--- config.mk ---
export PLATFORM = sky130hd
export DESIGN_NAME = bresenham_line_rasterizer
export DESIGN_NICKNAME = d
export VERILOG_FILES = /design/src/rtl/brl_pkg.sv /design/src/rtl/brl_fifo.sv /design/src/rtl/brl_front.sv /design/src/rtl/brl_back.sv /design/src/rtl/bresenham_line_rasterizer.sv
export VERILOG_INCLUDE_DIRS = /design/src /design/src/rtl
export SDC_FILE = /design/constraint.sdc
export NUM_CORES = 1
export LEC_CHECK = 0
export ABC_AREA = 1
export BUFFER_PORTS_ARGS = -buffer_cell sky130_fd_sc_hd__buf_2
export CORE_MARGIN = 1.5
export CORE_UTILIZATION = 40
export CTS_BUF_LIST = sky130_fd_sc_hd__clkbuf_4 sky130_fd_sc_hd__clkbuf_8
export CTS_CLUSTER_DIAMETER = 120
export DETAILED_ROUTE_END_ITERATION = 10
export PLACE_DENSITY = 0.57
export SLEW_MARGIN = 0
export SYNTH_ARGS = -nofsm -noshare
export SYNTH_HDL_FRONTEND = slang
export SYNTH_HIERARCHICAL = 1
export SYNTH_SLANG_ARGS = --single-unit
--- constraint.sdc ---
create_clock -name clk_i -period 4.86 [get_ports clk_i]
set_input_delay 0 -clock clk_i [delete_from_list [all_inputs] [get_ports clk_i]]
set_output_delay 0 -clock clk_i [all_outputs]
set_load 0.05 [all_outputs]
--- src/rtl/assert_macros.svh ---
// Assertion macros shared by the rasterizer RTL
`ifndef ASSERT_MACROS_SVH
`define ASSERT_MACROS_SVH

// property checked on every rising clock edge outside reset
`define ASSERT_RST(name, prop, msg) \
  name: assert property (@(posedge clk_i) disable iff (!rst_ni) (prop)) \
    else $error(msg);

// condition that must never be seen outside reset
`define ASSERT_NEVER(name, cond, msg) \
  name: assert property (@(posedge clk_i) disable iff (!rst_ni) !(cond)) \
    else $error(msg);

`endif

--- src/rtl/brl_pkg.sv ---
// Types and constants shared by the line rasterizer modules
`timescale 1ns / 1ps
`default_nettype none

package brl_pkg;

  localparam int unsigned COLOR_W    = 24;
  localparam int unsigned APB_DATA_W = 32;
  localparam int unsigned APB_ADDR_W = 4;
  localparam int unsigned REG_IDX_W  = 2;

  localparam logic [REG_IDX_W-1:0] REG_X_OFFSET   = 2'd0;
  localparam logic [REG_IDX_W-1:0] REG_Y_OFFSET   = 2'd1;
  localparam logic [REG_IDX_W-1:0] REG_DRAW_COLOR = 2'd2;

  localparam logic [COLOR_W-1:0] DRAW_COLOR_RST = 24'hFFFFFF;

  typedef enum logic {
    REQ_LOAD = 1'b0,
    REQ_STEP = 1'b1
  } req_type_e;

  // classification of one queued command
  typedef struct packed {
    logic is_load;
    logic has_len;
    logic steep;
    logic step_x_neg;
    logic step_y_neg;
  } brl_ctrl_t;

  localparam int unsigned CTRL_W = $bits(brl_ctrl_t);

endpackage

`default_nettype wire

--- src/rtl/brl_fifo.sv ---
// Small register queue with registered entries and occupancy count
`timescale 1ns / 1ps
`default_nettype none
`include "assert_macros.svh"

module brl_fifo #(
  parameter int unsigned WIDTH = 8,
  parameter int unsigned DEPTH = 2
) (
  input  wire logic             clk_i,
  input  wire logic             rst_ni,
  input  wire logic             push_i,
  input  wire logic [WIDTH-1:0] data_i,
  output logic                  full_o,
  input  wire logic             pop_i,
  output logic      [WIDTH-1:0] data_o,
  output logic                  empty_o
);

  localparam int unsigned PTR_W = $clog2(DEPTH);
  localparam int unsigned CNT_W = $clog2(DEPTH + 1);

  logic [WIDTH-1:0] entry_q [DEPTH];
  logic [PTR_W-1:0] wr_ptr_q, wr_ptr_d;
  logic [PTR_W-1:0] rd_ptr_q, rd_ptr_d;
  logic [CNT_W-1:0] count_q, count_d;
  logic             do_push, do_pop;

  assign full_o  = (count_q == CNT_W'(DEPTH));
  assign empty_o = (count_q == '0);
  assign do_push = push_i && !full_o;
  assign do_pop  = pop_i && !empty_o;
  assign data_o  = entry_q[rd_ptr_q];

  always_comb begin
    wr_ptr_d = wr_ptr_q;
    rd_ptr_d = rd_ptr_q;
    count_d  = count_q;
    if (do_push) begin
      wr_ptr_d = (wr_ptr_q == PTR_W'(DEPTH - 1)) ? '0 : wr_ptr_q + 1'b1;
    end
    if (do_pop) begin
      rd_ptr_d = (rd_ptr_q == PTR_W'(DEPTH - 1)) ? '0 : rd_ptr_q + 1'b1;
    end
    case ({do_push, do_pop})
      2'b10:   count_d = count_q + 1'b1;
      2'b01:   count_d = count_q - 1'b1;
      default: count_d = count_q;
    endcase
  end

  always_ff @(posedge clk_i or negedge rst_ni) begin
    if (!rst_ni) begin
      wr_ptr_q <= '0;
      rd_ptr_q <= '0;
      count_q  <= '0;
    end else begin
      wr_ptr_q <= wr_ptr_d;
      rd_ptr_q <= rd_ptr_d;
      count_q  <= count_d;
    end
  end

  always_ff @(posedge clk_i) begin
    if (do_push) begin
      entry_q[wr_ptr_q] <= data_i;
    end
  end

  `ASSERT_NEVER(a_count_bound, count_q > CNT_W'(DEPTH), "queue count exceeds depth")
  `ASSERT_RST(a_push_fills, do_push |=> !empty_o, "queue empty after a transfer in")

endmodule

`default_nettype wire

--- src/rtl/brl_front.sv ---
// Front end: classifies requests and derives line deltas on load
`timescale 1ns / 1ps
`default_nettype none

module brl_front
  import brl_pkg::*;
#(
  parameter int unsigned COORD_BITS = 12
) (
  input  wire logic                  req_type_i,
  input  wire logic [COORD_BITS-1:0] start_x_i,
  input  wire logic [COORD_BITS-1:0] start_y_i,
  input  wire logic [COORD_BITS-1:0] end_x_i,
  input  wire logic [COORD_BITS-1:0] end_y_i,
  output brl_ctrl_t                  ctrl_o,
  output logic      [COORD_BITS-1:0] major_end_o,
  output logic      [COORD_BITS-1:0] abs_dx_o,
  output logic      [COORD_BITS-1:0] abs_dy_o
);

  logic [COORD_BITS:0] dx, dy, neg_dx, neg_dy;

  assign dx     = {end_x_i[COORD_BITS-1], end_x_i} - {start_x_i[COORD_BITS-1], start_x_i};
  assign dy     = {end_y_i[COORD_BITS-1], end_y_i} - {start_y_i[COORD_BITS-1], start_y_i};
  assign neg_dx = -dx;
  assign neg_dy = -dy;

  assign abs_dx_o = dx[COORD_BITS] ? neg_dx[COORD_BITS-1:0] : dx[COORD_BITS-1:0];
  assign abs_dy_o = dy[COORD_BITS] ? neg_dy[COORD_BITS-1:0] : dy[COORD_BITS-1:0];

  always_comb begin
    ctrl_o.is_load    = (req_type_i == REQ_LOAD);
    ctrl_o.has_len    = (|abs_dx_o) || (|abs_dy_o);
    ctrl_o.steep      = (abs_dy_o > abs_dx_o);
    ctrl_o.step_x_neg = dx[COORD_BITS];
    ctrl_o.step_y_neg = dy[COORD_BITS];
  end

  assign major_end_o = ctrl_o.steep ? end_y_i : end_x_i;

endmodule

`default_nettype wire

--- src/rtl/brl_back.sv ---
// Back end: holds the line state and steps one pixel per step command while a line is active
`timescale 1ns / 1ps
`default_nettype none
`include "assert_macros.svh"

module brl_back
  import brl_pkg::*;
#(
  parameter int unsigned COORD_BITS = 12
) (
  input  wire logic                  clk_i,
  input  wire logic                  rst_ni,
  input  wire logic                  cmd_valid_i,
  input  brl_ctrl_t                  cmd_ctrl_i,
  input  wire logic [COORD_BITS-1:0] cmd_start_x_i,
  input  wire logic [COORD_BITS-1:0] cmd_start_y_i,
  input  wire logic [COORD_BITS-1:0] cmd_major_end_i,
  input  wire logic [COORD_BITS-1:0] cmd_abs_dx_i,
  input  wire logic [COORD_BITS-1:0] cmd_abs_dy_i,
  output logic                       cmd_pop_o,
  input  wire logic                  out_room_i,
  input  wire logic [COORD_BITS-1:0] x_offset_i,
  input  wire logic [COORD_BITS-1:0] y_offset_i,
  input  wire logic [COLOR_W-1:0]    draw_color_i,
  output logic                       out_push_o,
  output logic      [COORD_BITS:0]   pixel_x_o,
  output logic      [COORD_BITS:0]   pixel_y_o,
  output logic      [COLOR_W-1:0]    pixel_color_o,
  output logic                       last_pixel_o
);

  localparam int unsigned N = COORD_BITS;

  logic [N-1:0] cur_x_q, cur_x_d;
  logic [N-1:0] cur_y_q, cur_y_d;
  logic [N-1:0] major_end_q, major_end_d;
  logic [N-1:0] abs_dx_q, abs_dx_d;
  logic [N-1:0] abs_dy_q, abs_dy_d;
  logic         step_x_neg_q, step_x_neg_d;
  logic         step_y_neg_q, step_y_neg_d;
  logic         steep_q, steep_d;
  logic         active_q, active_d;
  logic [N:0]   err_q, err_d;

  logic [N-1:0] maj_delta, min_delta, cur_major;
  logic [N-1:0] x_inc, y_inc, next_x, next_y, next_major;
  logic [N+1:0] err_sum, err_dif;
  logic         minor_step, x_move, y_move, last;
  logic         take_load, do_step;

  assign take_load = cmd_valid_i && cmd_ctrl_i.is_load;
  assign do_step   = cmd_valid_i && !cmd_ctrl_i.is_load && active_q && out_room_i;
  assign cmd_pop_o = cmd_valid_i && (cmd_ctrl_i.is_load || !active_q || out_room_i);
  assign out_push_o = do_step;

  assign maj_delta = steep_q ? abs_dy_q : abs_dx_q;
  assign min_delta = steep_q ? abs_dx_q : abs_dy_q;
  assign cur_major = steep_q ? cur_y_q : cur_x_q;

  assign err_sum    = {1'b0, err_q} + {2'b00, min_delta};
  assign err_dif    = err_sum - {2'b00, maj_delta};
  assign minor_step = !err_dif[N+1];

  assign x_inc  = step_x_neg_q ? {N{1'b1}} : N'(1);
  assign y_inc  = step_y_neg_q ? {N{1'b1}} : N'(1);
  assign x_move = steep_q ? minor_step : 1'b1;
  assign y_move = steep_q ? 1'b1 : minor_step;
  assign next_x = x_move ? cur_x_q + x_inc : cur_x_q;
  assign next_y = y_move ? cur_y_q + y_inc : cur_y_q;
  assign next_major = steep_q ? next_y : next_x;
  assign last   = (next_major == major_end_q);

  assign pixel_x_o     = {cur_x_q[N-1], cur_x_q} + {x_offset_i[N-1], x_offset_i};
  assign pixel_y_o     = {cur_y_q[N-1], cur_y_q} + {y_offset_i[N-1], y_offset_i};
  assign pixel_color_o = draw_color_i;
  assign last_pixel_o  = last;

  always_comb begin
    cur_x_d      = cur_x_q;
    cur_y_d      = cur_y_q;
    major_end_d  = major_end_q;
    abs_dx_d     = abs_dx_q;
    abs_dy_d     = abs_dy_q;
    step_x_neg_d = step_x_neg_q;
    step_y_neg_d = step_y_neg_q;
    steep_d      = steep_q;
    active_d     = active_q;
    err_d        = err_q;
    if (take_load) begin
      cur_x_d      = cmd_start_x_i;
      cur_y_d      = cmd_start_y_i;
      major_end_d  = cmd_major_end_i;
      abs_dx_d     = cmd_abs_dx_i;
      abs_dy_d     = cmd_abs_dy_i;
      step_x_neg_d = cmd_ctrl_i.step_x_neg;
      step_y_neg_d = cmd_ctrl_i.step_y_neg;
      steep_d      = cmd_ctrl_i.steep;
      active_d     = cmd_ctrl_i.has_len;
      err_d        = '0;
    end else if (do_step) begin
      cur_x_d  = next_x;
      cur_y_d  = next_y;
      err_d    = minor_step ? err_dif[N:0] : err_sum[N:0];
      active_d = !last;
    end
  end

  always_ff @(posedge clk_i or negedge rst_ni) begin
    if (!rst_ni) begin
      cur_x_q      <= '0;
      cur_y_q      <= '0;
      major_end_q  <= '0;
      abs_dx_q     <= '0;
      abs_dy_q     <= '0;
      step_x_neg_q <= 1'b0;
      step_y_neg_q <= 1'b0;
      steep_q      <= 1'b0;
      active_q     <= 1'b0;
      err_q        <= '0;
    end else begin
      cur_x_q      <= cur_x_d;
      cur_y_q      <= cur_y_d;
      major_end_q  <= major_end_d;
      abs_dx_q     <= abs_dx_d;
      abs_dy_q     <= abs_dy_d;
      step_x_neg_q <= step_x_neg_d;
      step_y_neg_q <= step_y_neg_d;
      steep_q      <= steep_d;
      active_q     <= active_d;
      err_q        <= err_d;
    end
  end

  `ASSERT_RST(a_err_below_major, active_q |-> (err_q < {1'b0, maj_delta}), "error term not below major delta")
  `ASSERT_RST(a_not_at_end, active_q |-> (cur_major != major_end_q), "active line sits on its end point")

endmodule

`default_nettype wire

--- src/rtl/bresenham_line_rasterizer.sv ---
// Path: a step passes through the registered command queue and the back end, its pixel through the result queue.
// Throughput: one command per cycle while the command queue is not full; the queues are each
// CMD_DEPTH / OUT_DEPTH entries deep, and the back end retires one command per cycle unless a step finds no room.
// Loads and idle steps retire without waiting for result room and give no pixel.
// Reset: rst_ni async active low clears queues and line state (idle), offsets to 0, color to white.
`timescale 1ns / 1ps
`default_nettype none

module bresenham_line_rasterizer
  import brl_pkg::*;
#(
  parameter int unsigned COORD_BITS = 12,
  parameter int unsigned CMD_DEPTH  = 2,
  parameter int unsigned OUT_DEPTH  = 2
) (
  input  wire logic                  clk_i,
  input  wire logic                  rst_ni,
  // configuration
  input  wire logic                  psel,
  input  wire logic                  penable,
  input  wire logic                  pwrite,
  input  wire logic [APB_ADDR_W-1:0] paddr,
  input  wire logic [APB_DATA_W-1:0] pwdata,
  output logic      [APB_DATA_W-1:0] prdata,
  output logic                       pready,
  // requests
  input  wire logic                  push,
  output logic                       full,
  input  wire logic                  req_type_i,
  input  wire logic [COORD_BITS-1:0] start_x_i,
  input  wire logic [COORD_BITS-1:0] start_y_i,
  input  wire logic [COORD_BITS-1:0] end_x_i,
  input  wire logic [COORD_BITS-1:0] end_y_i,
  // pixels
  output logic                       empty,
  input  wire logic                  pop,
  output logic      [COORD_BITS:0]   pixel_x_o,
  output logic      [COORD_BITS:0]   pixel_y_o,
  output logic      [COLOR_W-1:0]    pixel_color_o,
  output logic                       last_pixel_o
);

  localparam int unsigned CMD_W = CTRL_W + 5 * COORD_BITS;
  localparam int unsigned OUT_W = 2 * (COORD_BITS + 1) + COLOR_W + 1;

  logic [COORD_BITS-1:0] x_offset_q, y_offset_q;
  logic [COLOR_W-1:0]    draw_color_q;
  logic [REG_IDX_W-1:0]  reg_idx;
  logic                  cfg_wr;

  brl_ctrl_t             fe_ctrl, cmd_ctrl;
  logic [COORD_BITS-1:0] fe_major_end, fe_abs_dx, fe_abs_dy;
  logic [COORD_BITS-1:0] cmd_start_x, cmd_start_y, cmd_major_end, cmd_abs_dx, cmd_abs_dy;
  logic [CMD_W-1:0]      cmd_wdata, cmd_rdata;
  logic                  cmd_empty, cmd_pop;

  logic [OUT_W-1:0]      out_wdata, out_rdata;
  logic                  out_full, out_push;
  logic [COORD_BITS:0]   be_pixel_x, be_pixel_y;
  logic [COLOR_W-1:0]    be_color;
  logic                  be_last;

  // configuration port
  assign pready  = 1'b1;
  assign reg_idx = paddr[APB_ADDR_W-1:2];
  assign cfg_wr  = psel && penable && pwrite && pready;

  always_ff @(posedge clk_i or negedge rst_ni) begin
    if (!rst_ni) begin
      x_offset_q   <= '0;
      y_offset_q   <= '0;
      draw_color_q <= DRAW_COLOR_RST;
    end else if (cfg_wr) begin
      case (reg_idx)
        REG_X_OFFSET:   x_offset_q   <= pwdata[COORD_BITS-1:0];
        REG_Y_OFFSET:   y_offset_q   <= pwdata[COORD_BITS-1:0];
        REG_DRAW_COLOR: draw_color_q <= pwdata[COLOR_W-1:0];
        default:        ;
      endcase
    end
  end

  always_comb begin
    case (reg_idx)
      REG_X_OFFSET:   prdata = APB_DATA_W'(x_offset_q);
      REG_Y_OFFSET:   prdata = APB_DATA_W'(y_offset_q);
      REG_DRAW_COLOR: prdata = APB_DATA_W'(draw_color_q);
      default:        prdata = '0;
    endcase
  end

  brl_front #(
    .COORD_BITS (COORD_BITS)
  ) u_front (
    .req_type_i  (req_type_i),
    .start_x_i   (start_x_i),
    .start_y_i   (start_y_i),
    .end_x_i     (end_x_i),
    .end_y_i     (end_y_i),
    .ctrl_o      (fe_ctrl),
    .major_end_o (fe_major_end),
    .abs_dx_o    (fe_abs_dx),
    .abs_dy_o    (fe_abs_dy)
  );

  assign cmd_wdata = {fe_ctrl, start_x_i, start_y_i, fe_major_end, fe_abs_dx, fe_abs_dy};

  brl_fifo #(
    .WIDTH (CMD_W),
    .DEPTH (CMD_DEPTH)
  ) u_cmd_q (
    .clk_i   (clk_i),
    .rst_ni  (rst_ni),
    .push_i  (push),
    .data_i  (cmd_wdata),
    .full_o  (full),
    .pop_i   (cmd_pop),
    .data_o  (cmd_rdata),
    .empty_o (cmd_empty)
  );

  assign {cmd_ctrl, cmd_start_x, cmd_start_y, cmd_major_end, cmd_abs_dx, cmd_abs_dy} =
    cmd_rdata;

  brl_back #(
    .COORD_BITS (COORD_BITS)
  ) u_back (
    .clk_i           (clk_i),
    .rst_ni          (rst_ni),
    .cmd_valid_i     (!cmd_empty),
    .cmd_ctrl_i      (cmd_ctrl),
    .cmd_start_x_i   (cmd_start_x),
    .cmd_start_y_i   (cmd_start_y),
    .cmd_major_end_i (cmd_major_end),
    .cmd_abs_dx_i    (cmd_abs_dx),
    .cmd_abs_dy_i    (cmd_abs_dy),
    .cmd_pop_o       (cmd_pop),
    .out_room_i      (!out_full),
    .x_offset_i      (x_offset_q),
    .y_offset_i      (y_offset_q),
    .draw_color_i    (draw_color_q),
    .out_push_o      (out_push),
    .pixel_x_o       (be_pixel_x),
    .pixel_y_o       (be_pixel_y),
    .pixel_color_o   (be_color),
    .last_pixel_o    (be_last)
  );

  assign out_wdata = {be_pixel_x, be_pixel_y, be_color, be_last};

  brl_fifo #(
    .WIDTH (OUT_W),
    .DEPTH (OUT_DEPTH)
  ) u_out_q (
    .clk_i   (clk_i),
    .rst_ni  (rst_ni),
    .push_i  (out_push),
    .data_i  (out_wdata),
    .full_o  (out_full),
    .pop_i   (pop),
    .data_o  (out_rdata),
    .empty_o (empty)
  );

  assign {pixel_x_o, pixel_y_o, pixel_color_o, last_pixel_o} = out_rdata;

endmodule

`default_nettype wire

; ---- Yosys cells after proc, flatten, opt, wreduce, memory -nomap -nowiden
; Memory sizes are Yosys's and may differ from the RTL's.
; Cells that the tools add are included.
[word_totals]
regBits = 133
mem_bits_rw = 232
output_inout_bits = 86
n_memories = 2
[memory_table]
columns = name, words, word_bits, rd, rd_ports_with_merged_regs, wr, line
row1 = u_cmd_q.entry_q, 2, 65, 1, 0, 1, brl_fifo.sv:23  ; logic [WIDTH-1:0] entry_q [DEPTH];
row2 = u_out_q.entry_q, 2, 51, 1, 0, 1, brl_fifo.sv:23
[op_classes]
n_addsub = 18
order_cmp = 1
n_eq_ne = 9
mux = 32
n_bitwise = 1
n_reduce_logical = 33
[ops]
columns = cell, n
row1 = 12-bit 2-to-1 mux, 14
row2 = 24-bit one-hot mux with 3 select lines, 1
row3 = 13-bit 2-to-1 mux, 3
row4 = 12-bit by 12-bit adder with 13-bit output, 2
row5 = 12-bit by 12-bit subtractor with 13-bit output, 2
row6 = 12-bit adder, 2
row7 = 12-bit negation, 2
row8 = 12-bit OR reduction, 2
row9 = 13-bit by 12-bit adder with 14-bit output, 1
row10 = 14-bit by 12-bit subtractor with 14-bit output, 1
row11 = 12-bit equality test, 1
row12 = 12-bit > comparator, 1
row13 = 1-bit 2-to-1 mux, 12
row14 = 1-bit logical AND, 11
row15 = 2-bit equality test (second input constant), 5
row16 = 1-bit zero test, 8
row17 = 2-bit one-hot mux with 2 select lines, 2
row18 = 2-bit by 1-bit equality test with 1-bit output (second input constant), 3
row19 = 2-bit zero test, 3
row20 = 2-bit AND reduction, 3
row21 = 2-bit nonzero test, 3
row22 = 1-bit adder (second input constant), 4
row23 = 2-bit by 1-bit adder with 2-bit output (second input constant), 2
row24 = 2-bit by 1-bit subtractor with 2-bit output (second input constant), 2
row25 = 2 further kinds, 4

; ---- Depth between registers and ports, before layout
[logic_depth]
ltp_word = 11
mapped_depth = 33
mapped_depth_nobuf = 29

; ---- By module
; The synthesis kept the hierarchy.
[modules_own_cells]
columns = module, n_inst, cells_per_inst, area_each_um2, seq_area_each_um2
row1 = brl_back, 1, 1074, 7343.3, 1926.8
row2 = brl_fifo at u_cmd_q, 1, 372, 4948.5, 4003.8
row3 = brl_fifo at u_out_q, 1, 299, 3988.8, 3163.0
row4 = brl_front, 1, 562, 2842.7, 0.0
row5 = bresenham_line_rasterizer, 1, 307, 2307.2, 1231.2

; ---- Worst setup path after synthesis
; OpenSTA, ideal clock, no wires.
[synth_path]
path_kind = flip-flop to flip-flop
from = register u_back.steep_q
to = memory u_out_q/entry_q[0][0] (netlist name), data pin
arrival_time_ps = 4263
setup_slack_ps = 343
stages_incl_launch_ff = 29
n_path_buf = 4
cell_sequence = dfrtp_1 > buf_2 > clkbuf_1 > clkbuf_1 > nand2_1 > o21ai_0 > ha_1 > inv_1 > fa_1 > nand3b_1 > nand2_1 > a21oi_1 > nor2_1 > nor2_1 > xor2_1 > inv_1 > ha_1 > a21oi_1 > a21boi_0 > nand3_2 > nand2_1 > nand4_1 > nand3_2 > buf_6 > nand3_1 > a21oi_1 > nor2_1 > nand3_1 > inv_1
[synth_between]
elab_chain_cells = 8
word_cells_on_any_way = 11
cone_classes = add/sub (2) / eq/ne (1) / mux (7) / reduce/logical (1)
[synth_rtl]
columns = element, line
row1 = start: declaration, brl_back.sv:41  ; logic steep_q, steep_d;
row2 = start signal: assignment, brl_back.sv:128  ; steep_q <= steep_d;
row3 = 12-bit 2-to-1 mux, brl_back.sv:57  ; assign min_delta = steep_q ? abs_dx_q : abs_dy_q;
row4 = 13-bit by 12-bit adder with 14-bit output, brl_back.sv:60  ; assign err_sum = {1'b0, err_q} + {2'b00, min_delta};
row5 = 14-bit by 12-bit subtractor with 14-bit output, brl_back.sv:61  ; assign err_dif = err_sum - {2'b00, maj_delta};
row6 = 1-bit zero test, brl_back.sv:62  ; assign minor_step = !err_dif[N+1];
row7 = "1-bit 2-to-1 mux, on equally long branches", "brl_back.sv:66, brl_back.sv:67"
row8 = "12-bit 2-to-1 mux, on equally long branches", "brl_back.sv:68, brl_back.sv:69"
row9 = 12-bit 2-to-1 mux (*), brl_back.sv:70  ; assign next_major = steep_q ? next_y : next_x;
row10 = 12-bit equality test (*), brl_back.sv:71  ; assign last = (next_major == major_end_q);
row11 = net be_last, bresenham_line_rasterizer.sv:61  ; logic be_last;
row12 = end: declaration, brl_fifo.sv:23
; Mark *: on every way through the listed nets, which the timed path passes. The rest lies on a longest branch.

; ---- Worst setup path after layout
; Same ends and word-level chain as after synthesis.

==> flow_metrics.py <==
metrics = {
    "power": {
        "seqPwrFrac_pct": 27.5,
        "p_switching_mw": 9.12,
        "internal_power_mw": 9.64,
        "power.total_mw": 18.8,
        "power.share.switching_pct": 48.6,
        "combPwrFrac_pct": 56.0,
        "p_leak_nw": 12.2,
        "power_density_nw_per_um2": 747,
        "vdd_drop_max_uv": 314,
        "pwr-share-clk_pct": 16.5,
    },
    "yosys": {
        "ys_types": 54,
        "syn_area_per_cell_um2": 8.20,
        "netlist_area_um2": 21400,
        "synth_area_leader_cell": "edfxtp_1",
        "ys.flop_type": "edfxtp_1",
        "synth_edf_count": 232,
        "ys_warn_count": 6,
        "synth_commonest_cells": "1098 x nand2_1, 258 x inv_1, 232 x edfxtp_1",
        "yosysSeqAreaShare_pct": 48.2,
        "yosys_register_bits": 365,
        "ys_async_sr_fraction_pct": 36.4,
        "netlist_instances": 2614,
        "yosys-top-cells-area": "edfxtp_1 33%, nand2_1 19%, dfrtp_1 13%",
        "synth_top_area_share_pct": 32.5,
        "synth_most_common_cell": "nand2_1",
    },
    "layout": {
        "synthToLayoutAreaGrowth_pct": 17.3,
        "finalNonFillerCells": 3616,
        "final_util_pct": 47.6,
        "seqCellArea_um2": 10300,
        "fill_cells": 5140,
        "multi_input_area_um2": 9390,
        "layout.nets": 3083,
        "drive_above_1_share_pct": 13.6,
    },
    "global_routing": {
        "grt_max_degree": 93,
        "grt-ovfl-total": 0,
        "antenna_found_initial": 1,
        "grt_usage_pct": 21.4,
        "grt_pass1_wl_um": 91800,
        "grt_pass1_vias": 17000,
    },
    "sta": {
        "fmax_ghz": 0.219,
        "fin_crit_sh_pct": 94.1,
        "slew-limit-headroom_pct": 32.5,
        "slew_violations": 0,
        "fin_worst_skew_ps": 28.9,
        "setup_slack_ps": 285,
        "worstMarginPinSlew_ps": 1010,
        "whs_ps": 8.80,
        "period_needed_ps": 4570,
        "setup_violations": 0,
        "hold_violations": 0,
        "rsz0062_at_grt": "yes",
    },
    "setup_path": {
        "setup.worst_path.start_class": "register",
        "slowest_delay_ps": 420,
        "crit_arrival_ps": 4980,
        "cp_slowest_cell": "dfrtp_1",
        "crit_top_cell": "nand2_1",
        "required_ps": 5260,
        "crit_type": "register to register",
        "endpoint_kind": "register",
        "cp.buffers_inverters": 4,
        "critical-path-top-delay-family": "simple AND/OR/NAND/NOR gates",
        "path_max_fanout": 25,
    },
    "routing": {
        "vias": 17900,
        "route.detailed.drc": 5,
        "drtIter0Drc": 1284,
        "post_drt_via_cell_ratio": 4.96,
        "routed_wl_um": 58100,
        "drt.antenna.violating_nets": 0,
        "drt_pre_antenna_iters": 10,
        "wl_per_cell_um": 16.1,
    },
    "run": {
        "drv_cap": 0,
    },
    "die": {
        "io_pins": 178,
        "die_w_um": 234,
        "start_util_pct": 40.6,
        "coreArea_um2": 52800,
        "dieArea_um2": 55000,
        "rows": 84,
        "fp.dieH_um": 234,
    },
    "clocking": {
        "cts_tree": "built",
        "cts_sinks": 365,
        "cts_root_buffer": "clkbuf_8",
        "clk_pin_slew_ps": 60,
        "clock_path_buffers": 3,
        "insertion_delay_ps": 650,
        "cts_made_buffers": 69,
        "h-tree-depth": 3,
    },
    "status": {
        "violations": "DRC",
        "status": "finished, violations left",
    },
    "hold_path": {
        "worstHoldPathType": "primary input to register",
    },
    "placed_design": {
        "routabilityCongestion": 0.889,
        "pre_cts_ws_ps": 249,
        "portBuffers": 158,
        "placed_cells": 3380,
        "dpl.hpwl_um": 42100,
    },
}
## worst register-to-register path, stage by stage, from the launching register on
cell and delay [ps]:
dfrtp_1 420, buf_4 220, o21ai_0 300, ha_1 350, nand2_1 100, inv_1 40
nand2_1 70, nand2_1 70, a21oi_1 250, nor2_1 70, nor2_1 120, xor2_1 190
inv_1 70, ha_1 350, a21oi_1 150, a21boi_0 280, nand3_2 130, nand2_1 120
nand4_1 270, nand3_4 260, nand3b_1 140, nand2_2 80, nand2_1 50, nand2_1 50
nor2_1 40, nand3_1 90, inv_1 60
## area by class of cell
cell class / count / area share, %
clock buffers: 99 / 4.85
flip-flops and latches: 365 / 41.1
repair buffers: 290 / 8.23
multi-input cells: 1872 / 37.4
inverters: 277 / 4.18
well taps: 688 / 3.43
clock inverters: 24 / 0.856
diodes: 1 / 0.00996
## through the flow
step           instance area [um2]  TNS, ps
2_1_floorplan                21500        0
3_3_place_gp                 22600        0
3_5_place_dp                 22600        0
4_1_cts                      25100        0
5_1_grt                      25100    -41.0
6_report                     25100        0
## final timing paths
kind | from | to | slack, ps | depth (start not counted)
setup / recovery | u_back/steep_q | u_out_q/entry_q[0][0] | 290 | 26
hold / removal | end_x_i[1] | u_cmd_q/entry_q[1][25] | 9 | 3
setup reg to reg | u_back/steep_q | u_out_q/entry_q[0][0] | 290 | 26
hold reg to reg | draw_color_q[8] | draw_color_q[8] | 480 | 2
max in group asynchronous | rst_ni | draw_color_q[14] | 3680 | 3
min in group asynchronous | rst_ni | u_cmd_q/wr_ptr_q | 20 | 2
## placed cells by master (no fill, tap or decap), types with 4 or more instances in the layout
master         count
fa_1               8
clkbuf_8          76
edfxtp_1         232
conb_1             9
nand2_1         1097
nand3_1          137
inv_2             15
o21ai_0          113
clkinv_2           8
nand2_2           24
dfrtp_1          107
nor2_2             5
nand4_1           32
nor2_1           111
xor2_1            40
inv_1            256
o21bai_1           6
nor3_1             7
a21oi_1           75
buf_2            157
dfstp_2           24
clkbuf_4          23
buf_4             24
a31oi_1            8
dlygate4sd3_1    107
a21o_1             4
o21ai_2            4
nand3b_1          11
o211ai_1          15
xnor2_1           20
ha_1             108
clkinv_1          10
## routing by layer
metal	vias to the layer above	GRT usage, %	part of all wire [%]
met5	-	0	0
met4	0	7.70	2.7
met3	102	2.98	4.9
met2	492	34.2	46
met1	8388	29.8	47
li1	8942	-	-
## logic make-up (layout without fill, tap and decap cells)
group	after synthesis	in the layout	share of synthesized area [%]
XOR/XNOR	63	63	2.68
AND/OR/NAND/NOR	1445	1445	27.6
AO/OA/AOI/OAI	239	239	6.15
buffers and inverters	384	690	8.30
other	2	10	0.0350
flip-flops	365	365	48.2
adder cells (fa/ha/maj)	116	116	7.05
## state kept, by name, indices dropped and copies added (netlist names), 2 cells and up
register,flops
u_cmd_q/entry_q,130
u_back/err_q,13
u_out_q/entry_q,102
u_out_q/count_q,2
u_back/cur_y_q,12
u_back/cur_x_q,12
u_back/abs_dy_q,12
u_back/abs_dx_q,12
x_offset_q,12
y_offset_q,12
draw_color_q,24
u_back/major_end_q,12
u_cmd_q/count_q,2
## power groups by stage
stage               sequential (mW)  clock (mW)  combinational (mW)
CTS                            5.15        3.19                10.4
finish                         5.16        3.10                10.5
floorplan                      5.01           0                7.92
detailed placement             5.21           0                10.2
global route                   5.25        3.34                11.8
global placement               5.18           0                10.0
## repair_timing
item | 4_1_cts | 5_1_grt
gates resized for setup | 0 | 6
setup buffers | 0 | 5
endpoints found under the setup margin | 0 | 17
hold buffers | 107 | 0
endpoints found under the hold margin | 234 | 0
Power figures use the tool's default switching activity.
